--- config.mk ---
export PLATFORM = sky130hd
export DESIGN_NAME = sha256_byte_stream_hasher
export DESIGN_NICKNAME = d
export VERILOG_FILES = /design/src/hdl/sha256bs_pkg.sv /design/src/hdl/sha256_byte_stream_hasher.sv /design/src/hdl/sha256bs_ram.sv /design/src/hdl/sha256bs_core.sv
export SDC_FILE = /design/constraint.sdc
export NUM_CORES = 2
export LEC_CHECK = 0
export BUFFER_PORTS_ARGS = -buffer_cell sky130_fd_sc_hd__buf_2
export CORE_MARGIN = 1
export CORE_UTILIZATION = 40
export CTS_CLUSTER_DIAMETER = 80
export CTS_CLUSTER_SIZE = 40
export DETAILED_ROUTE_END_ITERATION = 6
export PLACE_DENSITY = 0.55
export SYNTH_ARGS = -nofsm -noshare
export SYNTH_HDL_FRONTEND = slang
export SYNTH_HIERARCHICAL = 1
export SYNTH_SLANG_ARGS = --single-unit
--- constraint.sdc ---
create_clock -name clock -period 16.9 [get_ports clock]
set_input_delay 3.38 -clock clock [delete_from_list [all_inputs] [get_ports clock]]
set_output_delay 3.38 -clock clock [all_outputs]
set_load 0.05 [all_outputs]
--- src/hdl/sha256bs_pkg.sv ---
// Shared types and constants of the SHA-256 byte stream hasher.
// Holds the controller state type, the compression control bundle, the round tables and the sigma functions.
// Depends on nothing.
`timescale 1ns / 1ps

package sha256bs_pkg;

   localparam int unsigned BUF_DEPTH   = 16;
   localparam int unsigned CHAIN_DEPTH = 8;

   localparam logic CMD_ABSORB = 1'b0;
   localparam logic CMD_FINISH = 1'b1;

   localparam logic [7:0] PAD_BYTE = 8'h80;

   typedef enum logic [2:0] {
      ST_IDLE,
      ST_PAD,
      ST_LOAD,
      ST_ROUND,
      ST_RETIRE,
      ST_EMIT_RD,
      ST_EMIT_CAP,
      ST_EMIT_HOLD
   } state_type;

   typedef struct packed {
      logic       load;
      logic       round;
      logic       retire;
      logic       w_push;
      logic       w_from_mem;
      logic [5:0] rnd;
   } core_ctrl_type;

   localparam logic [31:0] ROUND_K [0:63] = '{
      32'h428a2f98, 32'h71374491, 32'hb5c0fbcf, 32'he9b5dba5,
      32'h3956c25b, 32'h59f111f1, 32'h923f82a4, 32'hab1c5ed5,
      32'hd807aa98, 32'h12835b01, 32'h243185be, 32'h550c7dc3,
      32'h72be5d74, 32'h80deb1fe, 32'h9bdc06a7, 32'hc19bf174,
      32'he49b69c1, 32'hefbe4786, 32'h0fc19dc6, 32'h240ca1cc,
      32'h2de92c6f, 32'h4a7484aa, 32'h5cb0a9dc, 32'h76f988da,
      32'h983e5152, 32'ha831c66d, 32'hb00327c8, 32'hbf597fc7,
      32'hc6e00bf3, 32'hd5a79147, 32'h06ca6351, 32'h14292967,
      32'h27b70a85, 32'h2e1b2138, 32'h4d2c6dfc, 32'h53380d13,
      32'h650a7354, 32'h766a0abb, 32'h81c2c92e, 32'h92722c85,
      32'ha2bfe8a1, 32'ha81a664b, 32'hc24b8b70, 32'hc76c51a3,
      32'hd192e819, 32'hd6990624, 32'hf40e3585, 32'h106aa070,
      32'h19a4c116, 32'h1e376c08, 32'h2748774c, 32'h34b0bcb5,
      32'h391c0cb3, 32'h4ed8aa4a, 32'h5b9cca4f, 32'h682e6ff3,
      32'h748f82ee, 32'h78a5636f, 32'h84c87814, 32'h8cc70208,
      32'h90befffa, 32'ha4506ceb, 32'hbef9a3f7, 32'hc67178f2
   };

   localparam logic [31:0] INITIAL_CHAIN [0:7] = '{
      32'h6a09e667, 32'hbb67ae85, 32'h3c6ef372, 32'ha54ff53a,
      32'h510e527f, 32'h9b05688c, 32'h1f83d9ab, 32'h5be0cd19
   };

   function automatic logic [31:0] big_sigma0(input logic [31:0] x);
      return {x[1:0], x[31:2]} ^ {x[12:0], x[31:13]} ^ {x[21:0], x[31:22]};
   endfunction

   function automatic logic [31:0] big_sigma1(input logic [31:0] x);
      return {x[5:0], x[31:6]} ^ {x[10:0], x[31:11]} ^ {x[24:0], x[31:25]};
   endfunction

   function automatic logic [31:0] small_sigma0(input logic [31:0] x);
      return {x[6:0], x[31:7]} ^ {x[17:0], x[31:18]} ^ {3'b000, x[31:3]};
   endfunction

   function automatic logic [31:0] small_sigma1(input logic [31:0] x);
      return {x[16:0], x[31:17]} ^ {x[18:0], x[31:19]} ^ {10'd0, x[31:10]};
   endfunction

endpackage

--- src/hdl/sha256_byte_stream_hasher.sv ---
// SHA-256 over a byte stream: one absorb byte per cycle while idle (req_stall is high otherwise),
// digest as eight words on finish. The byte that fills a block loads the chain memory into
// the working words, runs the 64 rounds and adds the result back into the chain memory.
// A finish pads the rest of the block and compresses it, with a further padded block when
// the length spills into an extra block, then reads, captures and shows each digest word.
// Synchronous reset marks the chain memory as holding the initial values; no clearing pass.
`timescale 1ns / 1ps

module sha256_byte_stream_hasher (
   input  logic        clock,
   input  logic        reset,
   input  logic        req_valid,
   output logic        req_stall,
   input  logic        req_cmd,
   input  logic [7:0]  req_data_byte,
   output logic        rsp_valid,
   input  logic        rsp_stall,
   output logic [31:0] rsp_digest_word,
   output logic [2:0]  rsp_word_index,
   output logic        rsp_word_last
);
   import sha256bs_pkg::*;

   // Controller registers.
   state_type   state_ff, state_in;
   logic [3:0]  cnt_ff;
   logic [5:0]  rnd_ff;
   logic [3:0]  pad_ptr_ff;
   logic [3:0]  pad_idx_ff;
   logic [5:0]  fill_ff;
   logic [63:0] len_ff;
   logic        finish_ff;
   logic        extra_ff;
   logic        first_pass_ff;
   logic        fresh_ff;
   logic [2:0]  emit_idx_ff;
   logic [2:0]  chain_sel_ff;

   // Payload registers.
   logic [23:0] acc_ff;
   logic [31:0] pad_word_ff;
   logic [31:0] word_ff;

   // Memory ports.
   logic        buf_we;
   logic [3:0]  buf_waddr;
   logic [31:0] buf_wdata;
   logic [3:0]  buf_raddr;
   logic [31:0] buf_q;
   logic        chain_we;
   logic [2:0]  chain_waddr;
   logic [31:0] chain_wdata;
   logic [2:0]  chain_raddr;
   logic [31:0] chain_rdata;
   logic [31:0] chain_q;

   core_ctrl_type ctrl;
   logic [31:0]   sum_word;

   logic        accept;

   // Builds the word that carries the pad byte: the bytes already gathered in the
   // assembly register, then the pad byte, then zeros.
   function automatic logic [31:0] make_pad_word(input logic [23:0] acc,
                                                 input logic [1:0]  pos);
      logic [31:0] w;
      w = '0;
      for (int j = 0; j < 4; j++) begin
         if (j < int'(pos)) begin
            w[31-8*j -: 8] = acc[23-8*j -: 8];
         end else if (j == int'(pos)) begin
            w[31-8*j -: 8] = PAD_BYTE;
         end
      end
      return w;
   endfunction

   assign accept    = req_valid && !req_stall;

   // While a message has not yet finished its first block, the chain memory has not been
   // written for it, so its reads are replaced by the initial hash values.
   assign chain_q = fresh_ff ? INITIAL_CHAIN[chain_sel_ff] : chain_rdata;

   sha256bs_ram #(
      .WIDTH (32),
      .DEPTH (BUF_DEPTH)
   ) u_buf_ram (
      .clock   (clock),
      .wr_en   (buf_we),
      .wr_addr (buf_waddr),
      .wr_data (buf_wdata),
      .rd_addr (buf_raddr),
      .rd_data (buf_q)
   );

   sha256bs_ram #(
      .WIDTH (32),
      .DEPTH (CHAIN_DEPTH)
   ) u_chain_ram (
      .clock   (clock),
      .wr_en   (chain_we),
      .wr_addr (chain_waddr),
      .wr_data (chain_wdata),
      .rd_addr (chain_raddr),
      .rd_data (chain_rdata)
   );

   sha256bs_core u_core (
      .clock    (clock),
      .ctrl     (ctrl),
      .chain_q  (chain_q),
      .buf_q    (buf_q),
      .sum_word (sum_word)
   );

   // Next state.
   always_comb begin
      state_in = state_ff;
      unique case (state_ff)
         ST_IDLE: begin
            if (accept) begin
               if (req_cmd == CMD_FINISH) begin
                  state_in = ST_PAD;
               end else if (fill_ff == 6'd63) begin
                  state_in = ST_LOAD;
               end
            end
         end
         ST_PAD: begin
            if (pad_ptr_ff == 4'd15) begin
               state_in = ST_LOAD;
            end
         end
         ST_LOAD: begin
            if (cnt_ff == 4'd8) begin
               state_in = ST_ROUND;
            end
         end
         ST_ROUND: begin
            if (rnd_ff == 6'd63) begin
               state_in = ST_RETIRE;
            end
         end
         ST_RETIRE: begin
            if (cnt_ff == 4'd8) begin
               priority if (!finish_ff) begin
                  state_in = ST_IDLE;
               end else if (extra_ff) begin
                  state_in = ST_PAD;
               end else begin
                  state_in = ST_EMIT_RD;
               end
            end
         end
         ST_EMIT_RD:  state_in = ST_EMIT_CAP;
         ST_EMIT_CAP: state_in = ST_EMIT_HOLD;
         ST_EMIT_HOLD: begin
            if (!rsp_stall) begin
               state_in = (emit_idx_ff == 3'd7) ? ST_IDLE : ST_EMIT_RD;
            end
         end
         default: state_in = ST_IDLE;
      endcase
   end

   // Outputs and memory controls.
   always_comb begin
      req_stall        = 1'b1;
      rsp_valid        = 1'b0;
      buf_we           = 1'b0;
      buf_waddr        = pad_ptr_ff;
      buf_wdata        = '0;
      buf_raddr        = '0;
      chain_we         = 1'b0;
      chain_waddr      = cnt_ff[2:0] - 3'd1;
      chain_wdata      = sum_word;
      chain_raddr      = emit_idx_ff;
      ctrl             = '0;
      ctrl.rnd         = rnd_ff;
      unique case (state_ff)
         ST_IDLE: begin
            // No byte is taken while reset is held.
            req_stall = reset;
            buf_waddr = fill_ff[5:2];
            buf_wdata = {acc_ff, req_data_byte};
            buf_we    = accept && (req_cmd == CMD_ABSORB) && (fill_ff[1:0] == 2'd3);
         end
         ST_PAD: begin
            buf_we = 1'b1;
            priority if (first_pass_ff && (pad_ptr_ff == pad_idx_ff)) begin
               buf_wdata = pad_word_ff;
            end else if (!extra_ff && (pad_ptr_ff == 4'd14)) begin
               buf_wdata = len_ff[63:32];
            end else if (!extra_ff && (pad_ptr_ff == 4'd15)) begin
               buf_wdata = len_ff[31:0];
            end else begin
               buf_wdata = '0;
            end
         end
         ST_LOAD: begin
            // The schedule window needs word 0 as the rounds start, so the buffer
            // reads run ahead of the rounds.
            chain_raddr     = cnt_ff[2:0];
            ctrl.load       = (cnt_ff != 4'd0);
            buf_raddr       = (cnt_ff == 4'd8) ? 4'd1 : 4'd0;
            ctrl.w_push     = (cnt_ff == 4'd8);
            ctrl.w_from_mem = 1'b1;
         end
         ST_ROUND: begin
            ctrl.round      = 1'b1;
            ctrl.w_push     = 1'b1;
            ctrl.w_from_mem = (rnd_ff < 6'd15);
            buf_raddr       = rnd_ff[3:0] + 4'd2;
         end
         ST_RETIRE: begin
            chain_raddr = cnt_ff[2:0];
            chain_we    = (cnt_ff != 4'd0);
            ctrl.retire = (cnt_ff != 4'd0);
         end
         ST_EMIT_RD: begin
         end
         ST_EMIT_CAP: begin
         end
         ST_EMIT_HOLD: begin
            rsp_valid = 1'b1;
         end
         default: begin
         end
      endcase
   end

   // Control registers.
   always_ff @(posedge clock) begin
      if (reset) begin
         state_ff      <= ST_IDLE;
         cnt_ff        <= '0;
         rnd_ff        <= '0;
         pad_ptr_ff    <= '0;
         pad_idx_ff    <= '0;
         fill_ff       <= '0;
         len_ff        <= '0;
         finish_ff     <= 1'b0;
         extra_ff      <= 1'b0;
         first_pass_ff <= 1'b0;
         fresh_ff      <= 1'b1;
         emit_idx_ff   <= '0;
         chain_sel_ff  <= '0;
      end else begin
         state_ff     <= state_in;
         chain_sel_ff <= chain_raddr;
         unique case (state_ff)
            ST_IDLE: begin
               cnt_ff <= '0;
               if (accept) begin
                  if (req_cmd == CMD_FINISH) begin
                     finish_ff     <= 1'b1;
                     extra_ff      <= (fill_ff[5:3] == 3'd7);
                     first_pass_ff <= 1'b1;
                     pad_ptr_ff    <= fill_ff[5:2];
                     pad_idx_ff    <= fill_ff[5:2];
                  end else begin
                     finish_ff <= 1'b0;
                     fill_ff   <= fill_ff + 6'd1;
                     len_ff    <= len_ff + 64'd8;
                  end
               end
            end
            ST_PAD: begin
               cnt_ff     <= '0;
               pad_ptr_ff <= pad_ptr_ff + 4'd1;
            end
            ST_LOAD: begin
               if (cnt_ff == 4'd8) begin
                  cnt_ff <= '0;
                  rnd_ff <= '0;
               end else begin
                  cnt_ff <= cnt_ff + 4'd1;
               end
            end
            ST_ROUND: begin
               rnd_ff <= rnd_ff + 6'd1;
               cnt_ff <= '0;
            end
            ST_RETIRE: begin
               if (cnt_ff == 4'd8) begin
                  cnt_ff      <= '0;
                  fresh_ff    <= 1'b0;
                  emit_idx_ff <= '0;
                  if (finish_ff && extra_ff) begin
                     extra_ff      <= 1'b0;
                     first_pass_ff <= 1'b0;
                     pad_ptr_ff    <= '0;
                  end
               end else begin
                  cnt_ff <= cnt_ff + 4'd1;
               end
            end
            ST_EMIT_RD: begin
            end
            ST_EMIT_CAP: begin
            end
            ST_EMIT_HOLD: begin
               if (!rsp_stall) begin
                  emit_idx_ff <= emit_idx_ff + 3'd1;
                  if (emit_idx_ff == 3'd7) begin
                     // Digest delivered: the next message starts from scratch.
                     fresh_ff  <= 1'b1;
                     fill_ff   <= '0;
                     len_ff    <= '0;
                     finish_ff <= 1'b0;
                  end
               end
            end
            default: begin
            end
         endcase
      end
   end

   // Payload registers.
   always_ff @(posedge clock) begin
      if (state_ff == ST_IDLE && accept) begin
         if (req_cmd == CMD_FINISH) begin
            pad_word_ff <= make_pad_word(acc_ff, fill_ff[1:0]);
         end else begin
            unique case (fill_ff[1:0])
               2'd0: acc_ff[23:16] <= req_data_byte;
               2'd1: acc_ff[15:8]  <= req_data_byte;
               2'd2: acc_ff[7:0]   <= req_data_byte;
               2'd3: begin
               end
            endcase
         end
      end
      if (state_ff == ST_EMIT_CAP) begin
         word_ff <= chain_q;
      end
   end

   assign rsp_digest_word = word_ff;
   assign rsp_word_index  = emit_idx_ff;
   assign rsp_word_last   = (emit_idx_ff == 3'd7);

   // A finish word always starts the padding sweep.
   a_finish_pads: assert property (@(posedge clock) disable iff (reset)
      (accept && req_cmd == CMD_FINISH) |=> (state_ff == ST_PAD))
      else $error("finish word did not start padding");

   // The byte that completes a block starts a compression with an empty buffer count.
   a_full_block: assert property (@(posedge clock) disable iff (reset)
      (accept && req_cmd == CMD_ABSORB && fill_ff == 6'd63)
      |=> (state_ff == ST_LOAD && fill_ff == 6'd0))
      else $error("full block did not start compression");

   // The rounds always begin at round zero.
   a_round_start: assert property (@(posedge clock) disable iff (reset)
      (state_ff == ST_LOAD && cnt_ff == 4'd8) |=> (state_ff == ST_ROUND && rnd_ff == 6'd0))
      else $error("rounds did not start at zero");

   // Once the last digest word is taken, the message state is back at its start.
   a_restart: assert property (@(posedge clock) disable iff (reset)
      (rsp_valid && !rsp_stall && rsp_word_last)
      |=> (fresh_ff && fill_ff == 6'd0 && len_ff == 64'd0 && state_ff == ST_IDLE))
      else $error("message state not restarted after digest");

endmodule

--- src/hdl/sha256bs_ram.sv ---
// Generic simple dual-port RAM with one write port and one registered read port.
// Depends on nothing.
`timescale 1ns / 1ps

module sha256bs_ram #(
   parameter int unsigned WIDTH = 32,
   parameter int unsigned DEPTH = 16
) (
   input  logic                     clock,
   input  logic                     wr_en,
   input  logic [$clog2(DEPTH)-1:0] wr_addr,
   input  logic [WIDTH-1:0]         wr_data,
   input  logic [$clog2(DEPTH)-1:0] rd_addr,
   output logic [WIDTH-1:0]         rd_data
);

   logic [WIDTH-1:0] mem [0:DEPTH-1];
   logic [WIDTH-1:0] rd_data_ff;

   always_ff @(posedge clock) begin
      if (wr_en) begin
         mem[wr_addr] <= wr_data;
      end
      rd_data_ff <= mem[rd_addr];
   end

   assign rd_data = rd_data_ff;

endmodule

--- src/hdl/sha256bs_core.sv ---
// Compression datapath: the eight working words and the sixteen-word message schedule window.
// Depends on sha256bs_pkg for the round constants, sigma functions and control bundle.
`timescale 1ns / 1ps

module sha256bs_core (
   input  logic                        clock,
   input  sha256bs_pkg::core_ctrl_type ctrl,
   input  logic [31:0]                 chain_q,
   input  logic [31:0]                 buf_q,
   output logic [31:0]                 sum_word
);
   import sha256bs_pkg::*;

   logic [31:0] wk_ff [0:7];
   logic [31:0] ws_ff [0:15];

   logic [31:0] t1;
   logic [31:0] t2;
   logic [31:0] w_new;

   always_comb begin
      t1 = wk_ff[7] + big_sigma1(wk_ff[4])
         + ((wk_ff[4] & wk_ff[5]) ^ (~wk_ff[4] & wk_ff[6]))
         + ROUND_K[ctrl.rnd] + ws_ff[15];
      t2 = big_sigma0(wk_ff[0])
         + ((wk_ff[0] & wk_ff[1]) ^ (wk_ff[0] & wk_ff[2]) ^ (wk_ff[1] & wk_ff[2]));
      w_new = ws_ff[0] + small_sigma0(ws_ff[1]) + ws_ff[9] + small_sigma1(ws_ff[14]);
   end

   always_ff @(posedge clock) begin
      if (ctrl.load || ctrl.retire) begin
         // Words stream in through position 7 and out through position 0, one per cycle.
         for (int i = 0; i < 7; i++) begin
            wk_ff[i] <= wk_ff[i+1];
         end
         wk_ff[7] <= ctrl.load ? chain_q : wk_ff[0];
      end else if (ctrl.round) begin
         wk_ff[7] <= wk_ff[6];
         wk_ff[6] <= wk_ff[5];
         wk_ff[5] <= wk_ff[4];
         wk_ff[4] <= wk_ff[3] + t1;
         wk_ff[3] <= wk_ff[2];
         wk_ff[2] <= wk_ff[1];
         wk_ff[1] <= wk_ff[0];
         wk_ff[0] <= t1 + t2;
      end
      if (ctrl.w_push) begin
         for (int i = 0; i < 15; i++) begin
            ws_ff[i] <= ws_ff[i+1];
         end
         ws_ff[15] <= ctrl.w_from_mem ? buf_q : w_new;
      end
   end

   assign sum_word = chain_q + wk_ff[0];

endmodule
==> out/results.txt <==
status: complete, no violations
WL final: 231 mm
Worst setup SP type: register
Clock Path Buffers: 3
Initial DRC Count: 4989
HP Start: u_core/ws_ff[8][0]
internal power: 9.10 mW
fin crit share: 57.1%
Sw Ratio: 39.9%
largest net degree at the start of global routing: 190
cell taking the most area after synthesis: edfxtp_1
CP endpoint kind: register
io pins: 51
Combinational Power Share: 45.4%
Area Growth Syn to Fin: 8.94%
Synth cell types: 101
Die Span X: 460 µm
CP peak stage delay: 770 ps
Final Hold Viols: 0
crit-path max FO: 13
syn nets: 6519
# resized after CTS: 0
GRT Residual Overflow: 0
Seq pwr share: 35.1%
Avg Inst Size Synth: 13.7 µm²
Cells after Synth: 6128
crit path DAT: 10110 ps
Leak: 30.9 nW
clock share of power: 19.5%
initial antenna violation count: 12
ys async rst share: 0%
worst min-delay path class: reg2reg
f_max: 0.104 GHz
Post-route DRC: 0
I/O Buffers: 50
worst setup path start: rnd_ff[1]
total net switching power: 6.05 mW
Final GP Congestion: 0.924
post-layout min period: 9650 ps
Vias per Instance: 5.61
Hold Slack: 413 ps
Cell Rows: 167
Pwr Density: 166 nW/µm²
CTS Root Cell: clkbuf_16
share of post-route cells with drive strength above 1: 11.3%
first-pass GRT wire length: 337 mm
Die H: 460 µm
CTS tree: done
register bit total from synthesis: 1779
number of synthesized flops with an enable pin: 1617
Core Util, Final: 44.0%
synthesized area: 84000 µm²
Setup CP Type: reg2reg
clock sinks: 1779
most common cell in the netlist: edfxtp_1
Initial Util: 40.4%
Slew Limit Fails: 0
relative slew slack: 17.8%
Clk Latency, worst-skew pair: 810 ps
commonest cells in the netlist: edfxtp_1 (1617), nand2_1 (872), xnor2_1 (310)
post-route ant nets: 0
sequential area share after synthesis: 61.7%
share of the synthesized area in the top cell type: 57.8%
largest cells by area after synthesis: edfxtp_1 (58%), fa_1 (4.5%), mux4_2 (4.3%)
unrepaired setup endpoints after global routing: false
Clock Pin Slew Worst Setup and Hold Paths: 130 ps
Vias: 50102
Post-CTS Setup Inserts: 0
Hold Buf Count CTS: 0
maximum vdd drop: 0.195 mV
Nets: 6454
Slowest-stage cell, CP: ha_1
Num CTS Buffers: 94
final setup fails: 0
vias in the first global route: 48625
core footprint: 208000 µm²
Worst Max-Slew Pin Slew: 1230 ps
HPWL Detailed: 157 mm
total track usage: 21.7%
Req. time, crit path: 17360 ps
Primary FF master, synth: edfxtp_1
Wirelength per Cell: 25.9 µm
Crit Reg-Reg Startpoint: rnd_ff[1]
TritonRoute pass-1 iters: 5
Die ar.: 212000 µm²
YS warnings: 6
H-tree Lvls: 3
post-route setup TNS: 0 ps
max cap viols: 0
Clock Skew: 86.0 ps
-- power groups by stage --
stage | Clock [mW] | Sequential [mW] | Combinational (mW)
2_1_floorplan | 0 | 5.39 | 5.01
3_3_place_gp | 0 | 5.41 | 6.79
3_5_place_dp | 0 | 5.42 | 6.81
4_1_cts | 3.02 | 5.32 | 6.87
5_1_grt | 3.16 | 5.33 | 7.58
6_report | 2.95 | 5.32 | 6.88
-- metrics by stage --
stage | setup slack (ps) | std cells | instance area [µm²] | power, mW
final | 7250 | 8935 | 91500 | 15.1
after global placement | 7380 | 8755 | 87700 | 12.2
after floorplan | 4520 | 6128 | 84000 | 10.4
after detailed placement | 7440 | 8755 | 87700 | 12.2
after global routing | 6720 | 8932 | 91500 | 16.1
after CTS | 7320 | 8931 | 91500 | 15.2
-- worst paths after layout --
kind / endpoint / slack, ps / depth (start not counted)
max reg2reg: u_core/wk_ff[0][31] / 7250 / 30
max: u_core/wk_ff[0][31] / 7250 / 30
min: u_core/ws_ff[7][0] / 410 / 0
min reg2reg: u_core/ws_ff[7][0] / 410 / 0
-- placed cells by master, fill, tap and decap left out, types with 99 or more instances in the layout --
master    instances
fa_1            188
nor2_1          180
xor2_1           99
ha_1            190
buf_4           125
a21oi_1         273
dfxtp_1         157
mux4_2          161
nand2_1         870
xnor2_1         310
edfxtp_1       1617
o21ai_0         305
inv_1           232
-- area by class of cell --
type | count | area [µm²]
clock buffers | 95 | 2360
repair buffers | 178 | 1250
clock inverters | 81 | 1430
multi-input cells | 3773 | 30300
fillers | 18733 | 116000
flip-flops and latches | 1779 | 51800
inverters | 237 | 897
diodes | 4 | 10.0
well taps | 2788 | 3490
-- cell families (layout without fill, tap and decap cells) --
| family | count (synthesis) | after routing | synth area share (%) |
|---|---|---|---|
| flops | 1779 | 1779 | 61.7 |
| simple gates | 1518 | 1518 | 8.13 |
| compound gates | 1122 | 1122 | 8.50 |
| buf+inv | 576 | 591 | 2.72 |
| xor+xnor | 410 | 410 | 4.27 |
| fa+ha+maj | 399 | 399 | 7.56 |
| mux | 324 | 324 | 7.14 |
| other cells | 0 | 4 | 0 |
-- worst max-delay path: cells and delay by family, from the launching register on --
family	cells	cell delay (ps)
compound gates	13	3480
flops	1	340
fa+ha+maj	7	3390
simple gates	4	1060
buf+inv	4	670
xor+xnor	2	380
-- registers in the layout, summed over array words and instances, names as in the netlist, 3 cells and up --
| signal | cells |
|---|---|
| pad_word_ff | 25 |
| pad_ptr_ff | 4 |
| u_core/ws_ff | 512 |
| chain_sel_ff | 3 |
| rsp_digest_word | 32 |
| u_chain_ram/mem | 256 |
| len_ff | 61 |
| fill_ff | 6 |
| u_chain_ram/rd_data | 32 |
| state_ff | 3 |
| u_buf_ram/mem | 512 |
| rsp_word_index | 3 |
| acc_ff | 24 |
| u_buf_ram/rd_data | 32 |
| cnt_ff | 4 |
| rnd_ff | 6 |
| pad_idx_ff | 4 |
| u_core/wk_ff | 256 |
-- metal layers --
layer,vias to the layer above,track usage (%),part of all wire (%)
met5,-,0,0.010
met4,4,5.28,2.6
met3,228,2.84,5.7
met2,1419,33.6,46
met1,25885,32.2,46
li1,22566,-,-
(Power assumes the default switching activity.)
